File: src/sv/ofip_pkg.sv
// ----------------------------------------------------------------------------
// ofip_pkg
// Shared types and constants of the OBJ face line parser.
// ----------------------------------------------------------------------------
`default_nettype none

package ofip_pkg;

  // Width of an index accumulator; indices saturate at 2^INDEX_BITS-1.
  localparam int unsigned INDEX_BITS = 24;
  // Width of each index field on the result stream.
  localparam int unsigned OUT_BITS   = 24;
  // Three vertices with position, texture and normal index each.
  localparam int unsigned NUM_SLOTS  = 9;

  // Byte queue between classifier and parser; depth must be a power of two.
  localparam int unsigned FIFO_DEPTH = 4;
  localparam int unsigned FIFO_PTR_W = $clog2(FIFO_DEPTH);
  localparam int unsigned FIFO_CNT_W = $clog2(FIFO_DEPTH + 1);

  // Result stream: nine indices, then the malformed flag, padded to bytes.
  localparam int unsigned OUT_PAYLOAD_W = NUM_SLOTS * OUT_BITS + 1;
  localparam int unsigned OUT_TDATA_W   = ((OUT_PAYLOAD_W + 7) / 8) * 8;
  localparam int unsigned OUT_PAD_W     = OUT_TDATA_W - OUT_PAYLOAD_W;

  // ASCII codes
  localparam logic [7:0] CH_ZERO    = 8'h30;
  localparam logic [7:0] CH_NINE    = 8'h39;
  localparam logic [7:0] CH_SLASH   = 8'h2F;
  localparam logic [7:0] CH_HASH    = 8'h23;
  localparam logic [7:0] CH_F       = 8'h66;
  localparam logic [7:0] CH_SPACE   = 8'h20;
  localparam logic [7:0] CH_NEWLINE = 8'h0A;

  // Character class of one text byte
  typedef enum logic [2:0] {
    CLS_DIGIT,
    CLS_SLASH,
    CLS_HASH,
    CLS_F,
    CLS_SPACE,
    CLS_NEWLINE,
    CLS_OTHER
  } ofip_cls_e;

  // Classified byte as it travels through the queue
  typedef struct packed {
    ofip_cls_e  cls;
    logic [3:0] digit;
    logic       last;
  } ofip_item_t;

  // One face result
  typedef struct packed {
    logic                                malformed;
    logic [NUM_SLOTS-1:0][OUT_BITS-1:0] idx;
  } ofip_face_t;

endpackage : ofip_pkg

`default_nettype wire

File: src/sv/ofip_front.sv
// ----------------------------------------------------------------------------
// ofip_front
// Input stage: accept text bytes, classify them and hand them to the queue.
// ----------------------------------------------------------------------------
`default_nettype none

module ofip_front (
  input  wire logic               clk_i,
  input  wire logic               rst_ni,
  input  wire logic               in_valid_i,
  output logic                    in_ready_o,
  input  wire logic [7:0]         text_byte_i,
  input  wire logic               end_of_text_i,
  output logic                    push_o,
  output ofip_pkg::ofip_item_t    item_o,
  input  wire logic               q_ready_i
);
  import ofip_pkg::*;

  logic       valid_q, valid_d;
  ofip_item_t item_q, item_d;
  logic       take;

  function automatic ofip_item_t classify(logic [7:0] ch, logic last);
    ofip_item_t it;
    logic [7:0] diff;
    diff     = ch - CH_ZERO;
    it.digit = diff[3:0];
    it.last  = last;
    if (ch >= CH_ZERO && ch <= CH_NINE) begin
      it.cls = CLS_DIGIT;
    end else if (ch == CH_SLASH) begin
      it.cls = CLS_SLASH;
    end else if (ch == CH_HASH) begin
      it.cls = CLS_HASH;
    end else if (ch == CH_F) begin
      it.cls = CLS_F;
    end else if (ch == CH_SPACE) begin
      it.cls = CLS_SPACE;
    end else if (ch == CH_NEWLINE) begin
      it.cls = CLS_NEWLINE;
    end else begin
      it.cls = CLS_OTHER;
    end
    return it;
  endfunction

  assign in_ready_o = !valid_q || q_ready_i;
  assign take       = in_valid_i && in_ready_o;
  assign push_o     = valid_q && q_ready_i;
  assign item_o     = item_q;

  always_comb begin
    valid_d = valid_q;
    item_d  = item_q;
    if (take) begin
      valid_d = 1'b1;
      item_d  = classify(text_byte_i, end_of_text_i);
    end else if (push_o) begin
      valid_d = 1'b0;
    end
  end

  always_ff @(posedge clk_i or negedge rst_ni) begin
    if (!rst_ni) begin
      valid_q <= 1'b0;
    end else begin
      valid_q <= valid_d;
    end
  end

  always_ff @(posedge clk_i) begin
    item_q <= item_d;
  end

endmodule : ofip_front

`default_nettype wire

File: src/sv/ofip_fifo.sv
// ----------------------------------------------------------------------------
// ofip_fifo
// Short queue of classified bytes between the classifier and the parser.
// ----------------------------------------------------------------------------
`default_nettype none

module ofip_fifo (
  input  wire logic               clk_i,
  input  wire logic               rst_ni,
  input  wire logic               push_i,
  input  wire ofip_pkg::ofip_item_t item_i,
  output logic                    ready_o,
  output logic                    valid_o,
  output ofip_pkg::ofip_item_t    item_o,
  input  wire logic               pop_i
);
  import ofip_pkg::*;

  ofip_item_t            mem_q [FIFO_DEPTH];
  logic [FIFO_PTR_W-1:0] wr_ptr_q, rd_ptr_q;
  logic [FIFO_CNT_W-1:0] cnt_q;

  assign ready_o = cnt_q != FIFO_CNT_W'(FIFO_DEPTH);
  assign valid_o = cnt_q != '0;
  assign item_o  = mem_q[rd_ptr_q];

  always_ff @(posedge clk_i or negedge rst_ni) begin
    if (!rst_ni) begin
      wr_ptr_q <= '0;
      rd_ptr_q <= '0;
      cnt_q    <= '0;
    end else begin
      if (push_i) begin
        wr_ptr_q <= wr_ptr_q + 1'b1;
      end
      if (pop_i) begin
        rd_ptr_q <= rd_ptr_q + 1'b1;
      end
      if (push_i && !pop_i) begin
        cnt_q <= cnt_q + 1'b1;
      end else if (!push_i && pop_i) begin
        cnt_q <= cnt_q - 1'b1;
      end
    end
  end

  always_ff @(posedge clk_i) begin
    if (push_i) begin
      mem_q[wr_ptr_q] <= item_i;
    end
  end

  // Occupancy stays within the depth, and the pointers agree with it.
  a_cnt_bound: assert property (@(posedge clk_i) disable iff (!rst_ni)
    cnt_q <= FIFO_CNT_W'(FIFO_DEPTH))
    else $error("queue count beyond depth");

  a_no_pop_empty: assert property (@(posedge clk_i) disable iff (!rst_ni)
    pop_i |-> cnt_q != '0)
    else $error("pop from empty queue");

  a_ptr_gap: assert property (@(posedge clk_i) disable iff (!rst_ni)
    (cnt_q != FIFO_CNT_W'(FIFO_DEPTH)) |->
      (FIFO_PTR_W'(wr_ptr_q - rd_ptr_q) == cnt_q[FIFO_PTR_W-1:0]))
    else $error("queue pointers disagree with count");

endmodule : ofip_fifo

`default_nettype wire

File: src/sv/ofip_back.sv
// ----------------------------------------------------------------------------
// ofip_back
// Parser: line state machine, index accumulation and the face result register.
// ----------------------------------------------------------------------------
`default_nettype none

module ofip_back (
  input  wire logic               clk_i,
  input  wire logic               rst_ni,
  input  wire logic               q_valid_i,
  input  wire ofip_pkg::ofip_item_t item_i,
  output logic                    pop_o,
  output logic                    out_valid_o,
  input  wire logic               out_ready_i,
  output ofip_pkg::ofip_face_t    face_o
);
  import ofip_pkg::*;

  typedef enum logic [2:0] {
    PH_LINE_START,
    PH_SKIP_LINE,
    PH_SAW_F,
    PH_FACE_GAP,
    PH_FACE_FIELD,
    PH_FACE_TAIL
  } phase_e;

  phase_e                phase_q, phase_d, p1;
  logic [1:0]            vert_q, vert_d, vert1;
  logic [1:0]            comp_q, comp_d, comp1;
  logic [INDEX_BITS-1:0] acc_q, acc_d, acc1, acc_sat, cm_data;
  logic                  seen_q, seen_d, seen1;
  logic                  err_q, err_d, err_e;
  logic [INDEX_BITS-1:0] face_q [NUM_SLOTS];
  logic [INDEX_BITS-1:0] face_d [NUM_SLOTS];
  logic [INDEX_BITS-1:0] face_e [NUM_SLOTS];
  logic                  clr, cm, nl_emit, do_emit, emit_cm, face_phase1;
  logic [3:0]            cm_slot;
  logic                  out_valid_q;
  ofip_face_t            out_q, out_d;

  function automatic logic [3:0] slot_of(logic [1:0] v, logic [1:0] c);
    return {1'b0, v, 1'b0} + {2'b00, v} + {2'b00, c};
  endfunction

  // acc*10 + digit, saturating at the all-ones index
  function automatic logic [INDEX_BITS-1:0] accumulate(logic [INDEX_BITS-1:0] a,
                                                         logic [3:0] d);
    logic [INDEX_BITS+3:0] ext;
    logic [INDEX_BITS+3:0] sum;
    ext = {4'b0000, a};
    sum = (ext << 3) + (ext << 1) + {{INDEX_BITS{1'b0}}, d};
    if (sum[INDEX_BITS+3:INDEX_BITS] != 4'b0000) begin
      return {INDEX_BITS{1'b1}};
    end
    return sum[INDEX_BITS-1:0];
  endfunction

  function automatic logic [OUT_BITS-1:0] to_out(logic [INDEX_BITS-1:0] v);
    logic [OUT_BITS+INDEX_BITS-1:0] tmp;
    tmp = {{OUT_BITS{1'b0}}, v};
    return tmp[OUT_BITS-1:0];
  endfunction

  assign pop_o       = q_valid_i && (!out_valid_q || out_ready_i);
  assign out_valid_o = out_valid_q;
  assign face_o      = out_q;
  assign acc_sat     = accumulate(acc_q, item_i.digit);

  always_comb begin
    p1      = phase_q;
    vert1   = vert_q;
    comp1   = comp_q;
    acc1    = acc_q;
    seen1   = seen_q;
    err_e   = err_q;
    clr     = 1'b0;
    cm      = 1'b0;
    cm_slot = slot_of(vert_q, comp_q);
    cm_data = acc_q;
    nl_emit = 1'b0;
    emit_cm = 1'b0;

    // Process the byte itself.
    case (phase_q)
      PH_LINE_START: begin
        if (item_i.cls == CLS_F) begin
          p1 = PH_SAW_F;
        end else if (item_i.cls != CLS_SPACE && item_i.cls != CLS_NEWLINE) begin
          p1 = PH_SKIP_LINE;
        end
      end
      PH_SAW_F: begin
        if (item_i.cls == CLS_SPACE) begin
          clr   = 1'b1;
          vert1 = '0;
          comp1 = '0;
          acc1  = '0;
          seen1 = 1'b0;
          err_e = 1'b0;
          p1    = PH_FACE_GAP;
        end else if (item_i.cls == CLS_NEWLINE) begin
          p1 = PH_LINE_START;
        end else begin
          p1 = PH_SKIP_LINE;
        end
      end
      PH_FACE_GAP: begin
        if (item_i.cls == CLS_NEWLINE) begin
          nl_emit = 1'b1;
        end else if (item_i.cls == CLS_DIGIT) begin
          acc1  = {{(INDEX_BITS-4){1'b0}}, item_i.digit};
          seen1 = 1'b1;
          p1    = PH_FACE_FIELD;
        end else if (item_i.cls != CLS_SPACE) begin
          err_e = 1'b1;
          p1    = PH_FACE_TAIL;
        end
      end
      PH_FACE_FIELD: begin
        case (item_i.cls)
          CLS_NEWLINE: nl_emit = 1'b1;
          CLS_DIGIT: begin
            acc1  = acc_sat;
            seen1 = 1'b1;
          end
          CLS_SLASH: begin
            if (comp_q == 2'd2) begin
              err_e = 1'b1;
              p1    = PH_FACE_TAIL;
            end else begin
              cm    = seen_q;
              acc1  = '0;
              seen1 = 1'b0;
              comp1 = comp_q + 2'd1;
            end
          end
          CLS_SPACE: begin
            if (seen_q) begin
              cm    = 1'b1;
              acc1  = '0;
              seen1 = 1'b0;
              vert1 = vert_q + 2'd1;
              comp1 = '0;
              p1    = (vert_q == 2'd2) ? PH_FACE_TAIL : PH_FACE_GAP;
            end
          end
          default: begin
            err_e = 1'b1;
            p1    = PH_FACE_TAIL;
          end
        endcase
      end
      PH_FACE_TAIL: begin
        if (item_i.cls == CLS_NEWLINE) begin
          nl_emit = 1'b1;
        end
      end
      PH_SKIP_LINE: begin
        if (item_i.cls == CLS_NEWLINE) begin
          p1 = PH_LINE_START;
        end
      end
      default: p1 = PH_LINE_START;
    endcase

    // Close the face on its newline, or on end of text while a face is open.
    face_phase1 = (p1 == PH_FACE_GAP) || (p1 == PH_FACE_FIELD) || (p1 == PH_FACE_TAIL);
    do_emit     = face_phase1 && (nl_emit || item_i.last);
    if (do_emit) begin
      if (p1 == PH_FACE_GAP) begin
        err_e = 1'b1;
      end
      if (p1 == PH_FACE_FIELD) begin
        if (vert1 < 2'd2) begin
          err_e = 1'b1;
        end
        if (seen1) begin
          emit_cm = 1'b1;
          cm      = 1'b1;
          cm_slot = slot_of(vert1, comp1);
          cm_data = acc1;
        end
      end
    end

    for (int i = 0; i < NUM_SLOTS; i++) begin
      face_e[i] = (cm && cm_slot == 4'(i)) ? cm_data : face_q[i];
      face_d[i] = clr ? '0 : face_e[i];
    end

    phase_d = (do_emit || item_i.last) ? PH_LINE_START : p1;
    vert_d  = vert1;
    comp_d  = comp1;
    acc_d   = emit_cm ? '0 : acc1;
    seen_d  = emit_cm ? 1'b0 : seen1;
    err_d   = err_e;

    out_d.malformed = err_e;
    for (int i = 0; i < NUM_SLOTS; i++) begin
      out_d.idx[i] = to_out(face_d[i]);
    end
  end

  always_ff @(posedge clk_i or negedge rst_ni) begin
    if (!rst_ni) begin
      phase_q     <= PH_LINE_START;
      vert_q      <= '0;
      comp_q      <= '0;
      acc_q       <= '0;
      seen_q      <= 1'b0;
      err_q       <= 1'b0;
      out_valid_q <= 1'b0;
      for (int i = 0; i < NUM_SLOTS; i++) begin
        face_q[i] <= '0;
      end
    end else begin
      if (pop_o) begin
        phase_q <= phase_d;
        vert_q  <= vert_d;
        comp_q  <= comp_d;
        acc_q   <= acc_d;
        seen_q  <= seen_d;
        err_q   <= err_d;
        for (int i = 0; i < NUM_SLOTS; i++) begin
          face_q[i] <= face_d[i];
        end
      end
      if (pop_o && do_emit) begin
        out_valid_q <= 1'b1;
      end else if (out_ready_i) begin
        out_valid_q <= 1'b0;
      end
    end
  end

  always_ff @(posedge clk_i) begin
    if (pop_o && do_emit) begin
      out_q <= out_d;
    end
  end

  // End of text always leaves the parser at line start.
  a_eot_line_start: assert property (@(posedge clk_i) disable iff (!rst_ni)
    pop_o && item_i.last |=> phase_q == PH_LINE_START)
    else $error("parser not at line start after end of text");

  // Inside a face the slot stays within three vertices of three components.
  a_slot_range: assert property (@(posedge clk_i) disable iff (!rst_ni)
    (phase_q == PH_FACE_GAP || phase_q == PH_FACE_FIELD) |->
      (vert_q != 2'd3 && comp_q != 2'd3))
    else $error("face slot out of range");

  // A new result is only loaded while the previous one is gone or leaving.
  a_no_overwrite: assert property (@(posedge clk_i) disable iff (!rst_ni)
    (pop_o && do_emit) |-> (!out_valid_q || out_ready_i))
    else $error("face result overwritten before delivery");

endmodule : ofip_back

`default_nettype wire

File: src/sv/obj_face_index_parser_unit.sv
// ----------------------------------------------------------------------------
// obj_face_index_parser_unit
// Streaming parser for triangle face lines of OBJ text, one byte per item.
// ----------------------------------------------------------------------------
// Throughput: one text byte per cycle while the result side keeps taking.
// Path: the byte that closes a face (its newline or end-of-text byte) moves
//   from the classifier register into the queue; when the parser takes it
//   from the queue, it is parsed and loads the parser result register.
// Reset: parser at line start, queue empty, no result pending.
// ----------------------------------------------------------------------------
`default_nettype none

module obj_face_index_parser_unit (
  input  wire logic                               clk_i,
  input  wire logic                               rst_ni,
  // Text side
  input  wire logic                               s_axis_tvalid_i,
  output logic                                    s_axis_tready_o,
  input  wire logic [7:0]                         s_axis_tdata_i,   // [7:0] text_byte
  input  wire logic                               s_axis_tlast_i,   // end_of_text
  // Face side
  output logic                                    m_axis_tvalid_o,
  input  wire logic                               m_axis_tready_i,
  // From bit 0 up, 24 bits each: vertex_index_1, texture_index_1,
  // normal_index_1, vertex_index_2, texture_index_2, normal_index_2,
  // vertex_index_3, texture_index_3, normal_index_3; then [216] malformed,
  // [223:217] zero
  output logic [ofip_pkg::OUT_TDATA_W-1:0]        m_axis_tdata_o
);
  import ofip_pkg::*;

  // Front to queue
  logic       push;
  ofip_item_t front_item;
  logic       q_ready;

  // Queue to parser
  logic       q_valid;
  ofip_item_t q_item;
  logic       pop;

  ofip_face_t face;

  // Classify each byte (digit, separator, space, newline, ...) and hold it
  // until the queue has room.
  ofip_front u_front (
    .clk_i         (clk_i),
    .rst_ni        (rst_ni),
    .in_valid_i    (s_axis_tvalid_i),
    .in_ready_o    (s_axis_tready_o),
    .text_byte_i   (s_axis_tdata_i),
    .end_of_text_i (s_axis_tlast_i),
    .push_o        (push),
    .item_o        (front_item),
    .q_ready_i     (q_ready)
  );

  // Decouple intake from the parser so a stalled result does not stop the
  // text stream at once.
  ofip_fifo u_fifo (
    .clk_i   (clk_i),
    .rst_ni  (rst_ni),
    .push_i  (push),
    .item_i  (front_item),
    .ready_o (q_ready),
    .valid_o (q_valid),
    .item_o  (q_item),
    .pop_i   (pop)
  );

  // Walk the line state machine, accumulate decimal indices into the nine
  // face slots and register one result per closed face line.
  ofip_back u_back (
    .clk_i       (clk_i),
    .rst_ni      (rst_ni),
    .q_valid_i   (q_valid),
    .item_i      (q_item),
    .pop_o       (pop),
    .out_valid_o (m_axis_tvalid_o),
    .out_ready_i (m_axis_tready_i),
    .face_o      (face)
  );

  // Pack: indices from the lowest bits up, then the malformed flag, zero pad.
  assign m_axis_tdata_o = {{OUT_PAD_W{1'b0}}, face.malformed, face.idx};

endmodule : obj_face_index_parser_unit

`default_nettype wire

File: config.mk
export PLATFORM = sky130hd
export DESIGN_NAME = obj_face_index_parser_unit
export DESIGN_NICKNAME = d
export VERILOG_FILES = /design/src/sv/ofip_pkg.sv /design/src/sv/ofip_front.sv /design/src/sv/ofip_fifo.sv /design/src/sv/ofip_back.sv /design/src/sv/obj_face_index_parser_unit.sv
export SDC_FILE = /design/constraint.sdc
export NUM_CORES = 1
export LEC_CHECK = 0
export CAP_MARGIN = 20
export CELL_PAD_IN_SITES_DETAIL_PLACEMENT = 1
export CELL_PAD_IN_SITES_GLOBAL_PLACEMENT = 2
export CORE_MARGIN = 2
export CORE_UTILIZATION = 35
export CTS_BUF_LIST = sky130_fd_sc_hd__clkbuf_8
export DETAILED_ROUTE_END_ITERATION = 12
export DONT_BUFFER_PORTS = 1
export PLACE_DENSITY_LB_ADDON = 0.1
export RECOVER_POWER = 50
export SYNTH_ARGS = -nofsm -noshare
export SYNTH_HDL_FRONTEND = slang
export SYNTH_HIERARCHICAL = 1
export SYNTH_SLANG_ARGS = --single-unit
File: constraint.sdc
create_clock -name clk_i -period 34.2 [get_ports clk_i]
set_input_delay 1.71 -clock clk_i [delete_from_list [all_inputs] [get_ports clk_i]]
set_output_delay 1.71 -clock clk_i [all_outputs]
set_load 0.01 [all_outputs]
==> results.py <==
metrics = {
    "status": {
        "outcome": "finished with violations",
        "failed_checks": "max-capacitance violations, max-slew violations",
    },
    "timing": {
        "worst_slew_pin_slew_ps": 2680,
        "fin_crit_ps": 7660,
        "rsz0062_at_grt": "false",
        "finalMaxSlewViolations": 156,
        "fin_skew_ps": 53.5,
        "relSlewSlack_pct": -78.7,
        "hold_viol_final": 0,
        "fin_crit_sh_pct": 22.4,
        "setup-tns-final_ps": 0,
        "fmax_ghz": 0.130,
        "setup_ws_ps": 26540,
        "setup_viol": 0,
    },
    "place": {
        "portBuffers": 0,
        "post-place-ws_ps": 27720,
        "dpl-instance-area_sq_um": 25700,
        "routabilityCongestion": 0.833,
        "hpwl_um": 60100,
    },
    "cts": {
        "postCtsResizedCells": 0,
        "clock-sinks": 515,
        "cts_buffers": 92,
        "cts-root-buf": "clkbuf_8",
        "postCtsHoldBufs": 0,
        "clk_pin_slew_worst_paths_ps": 60,
        "htree_levels": 3,
        "cts_setup_buffers": 0,
        "insertion_delay_ps": 700,
        "cts_max_path_buffers": 3,
        "tritoncts": "done",
    },
    "pwr": {
        "p_sw_share_pct": 36.5,
        "power.leakage_nw": 10.5,
        "pwr_density_cell_nw_per_um2": 66.3,
        "peakVddDrop_uv": 33.7,
        "total_power_mw": 1.82,
        "p_clk_share_pct": 31.8,
        "combPwrFrac_pct": 25.3,
        "power_frac_seq_pct": 43.0,
        "intPower_mw": 1.16,
        "p_switching_mw": 0.666,
    },
    "grt": {
        "grtUsageTotal_pct": 24.8,
        "globalRouteOverflowTotal": 0,
        "grt_pass1_vias": 19857,
        "grt_pass1_wl_um": 134000,
        "antenna_found_initial": 5,
        "grt_start_max_net_pins": 259,
    },
    "floorplan": {
        "die-area_sq_um": 72300,
        "num_io_pins": 239,
        "initial_core_util_pct": 35.2,
        "num_rows": 97,
        "die_w_um": 269,
        "die_y_um": 269,
        "core_sq_um": 69800,
    },
    "setup_path": {
        "slowest_stage": "clkbuf_1",
        "ff2ff_path_depth": 10,
        "cp_max_fo": 37,
        "cpPeakStageDelay_ps": 1780,
        "arrival_ps": 8050,
        "endpoint_kind": "register",
        "cp_num_cells": 10,
        "critPathKind": "register to register",
        "cp.required_ps": 34590,
        "path_cells": "mux4_2 -> nor2b_1 -> a2111oi_0 -> o31ai_1 -> nor4_4 -> clkbuf_1 -> nand2_1 -> a21o_1 -> o221ai_1 -> o21ai_0",
        "critical_path_buf_inv_count": 1,
        "critPathTopFamily": "compound AO/OA/AOI/OAI gates",
        "worstSetupStartpointType": "register",
    },
    "min_path": {
        "hold-path-cell-count": 2,
        "hold_path.class": "register to register",
    },
    "synthesis": {
        "syn_avg_cell_area_sq_um": 10.6,
        "synth_area_leaders": "edfxtp_1, dfrtp_1, o21ai_0",
        "synth_top_cell_by_area": "edfxtp_1",
        "ys_seq_area_share_pct": 57.7,
        "syn_inst": 2316,
        "synth.distinct_cells": 81,
        "synth_seq_cells": 515,
        "async_flop_share_pct": 50.1,
        "ys_warn_count": 6,
        "ys.flop_type": "dfrtp_1",
        "synth_top_area_share_pct": 31.4,
        "synth-edff-count": 257,
        "netlist_area_sq_um": 24500,
    },
    "drt": {
        "postRouteAntennaNets": 0,
        "drt_iter0_drc": 1113,
        "dr.pass1.iters": 5,
        "routed_via_density": 5.79,
        "drc_errors": 0,
        "wl_um": 90000,
        "vias": 19263,
        "avgRoutedWirePerCell_um": 27.0,
    },
    "finish": {
        "stdcell_area_sq_um": 27500,
        "nets": 2383,
        "areaGrowthSynthToFinish_pct": 12.1,
        "fillers": 7682,
        "ff_latch_area_sq_um": 14200,
        "multi_input_area_sq_um": 9670,
        "drive_above_1_share_pct": 10.3,
    },
    "job": {
        "drv_cap": 5,
    },
}
==> per-layer routing <==
metal | up-vias | wire length [um] | track usage [%]
met4 | 0 | 2280 | 7.16
met5 | - | 0 | 0
met1 | 10009 | 39500 | 33.3
met3 | 137 | 4190 | 3.70
li1 | 8634 | - | -
met2 | 483 | 44100 | 41.8
==> flip-flops by register name, summed over array words and instances (netlist names) <==
signal and flops:
u_back/acc_q 24, u_back/comp_q 2, u_back/err_q 1, u_back/face_o 217, u_back/face_q 216, u_back/out_valid_o 1, u_back/phase_q 3, u_back/seen_q 1
u_back/vert_q 2, u_fifo/cnt_q 3, u_fifo/mem_q 32, u_fifo/rd_ptr_q 2, u_fifo/wr_ptr_q 2, u_front/item_o 8, u_front/valid_q 1
==> placed cells by master (no fill, tap or decap), types with 8 or more instances in the layout <==
cell type  count
xor2_1        11
nand3_1      137
a22oi_1       32
a22o_1        12
clkinv_2      16
xnor2_1       12
o21ai_1       21
a32o_1        11
a31oi_1       34
o22ai_1        9
nor2b_1        8
and2_0         8
clkinv_1      23
clkbuf_8      98
mux4_2         8
a211oi_1      60
o31ai_1       98
inv_1         71
a21o_1        15
edfxtp_1     257
nand2b_1      14
o211ai_1      10
nor2_1       114
nor3_1        22
a21oi_1      112
buf_4         49
ha_1          59
o21ai_0      312
dfrtp_1      258
nand2_1      305
==> worst paths after layout <==
| check | startpoint | endpoint | slack [ps] |
|---|---|---|---|
| setup / recovery | u_fifo/rd_ptr_q[0] | u_back/face_o[58] | 26540 |
| hold reg to reg | u_back/face_q[204] | u_back/face_q[204] | 480 |
| hold / removal | u_back/face_q[204] | u_back/face_q[204] | 480 |
| min in group asynchronous | rst_ni | u_back/face_q[146] | 740 |
| setup reg to reg | u_fifo/rd_ptr_q[0] | u_back/face_o[58] | 26540 |
| max in group asynchronous | rst_ni | u_back/acc_q[6] | 33030 |
==> synthesized netlist by cell type (10+ instances only) <==
library cell,count
nor3_1,23
a22o_1,12
a31oi_1,39
nor2_1,114
xnor2_1,12
a21o_1,15
nand2_1,306
clkbuf_1,130
buf_2,22
o31ai_1,99
nand3_1,137
o21ai_1,30
a211oi_1,60
o21ai_0,312
and2_1,10
a21oi_1,114
nand2b_1,14
inv_1,43
a22oi_1,32
edfxtp_1,257
xor2_1,11
ha_1,59
a32o_1,11
dfrtp_1,258
o211ai_1,10
==> area by class of cell <==
type,count,area share [%]
sequential,515,51.5
clock buffer,98,4.90
inverter,44,0.600
antenna,6,0.0546
multi-input combinational,1592,35.2
clock inverter,75,1.73
tap,940,4.28
timing repair buffer,59,1.74
==> cell families (layout without fill, tap and decap cells) <==
logic type	count (synthesis)	in the layout	synth area share, %
mux	14	14	0.989
compound gates	817	817	21.1
other cells	1	13	0.0153
flops	515	515	57.7
xor+xnor	23	23	0.821
buf+inv	215	276	3.57
fa+ha+maj	66	66	3.58
simple gates	665	665	12.2
==> power groups by stage <==
| stage | combinational, mW | clock (mW) | sequential, mW |
|---|---|---|---|
| final | 0.461 | 0.579 | 0.783 |
| after global routing | 0.503 | 0.621 | 0.790 |
| after CTS | 0.465 | 0.596 | 0.784 |
| after detailed placement | 0.463 | 0 | 0.795 |
| after global placement | 0.454 | 0 | 0.794 |
| after floorplan | 0.307 | 0 | 0.797 |
==> metrics by stage <==
stage	util (%)	hold WS [ps]	instances
floorplan	-	443	2322
global placement	36.7	455	3145
detailed placement	36.8	465	3149
CTS	39.4	478	3322
global route	39.4	504	3324
finish	39.4	476	3329
==> worst min-delay path: cells and delay by family (launching register included) <==
kind	cells	cell delay (ps)
AO/OA/AOI/OAI	1	60
flip-flops	1	330
AND/OR/NAND/NOR	1	50
(Power assumes the default switching activity.)
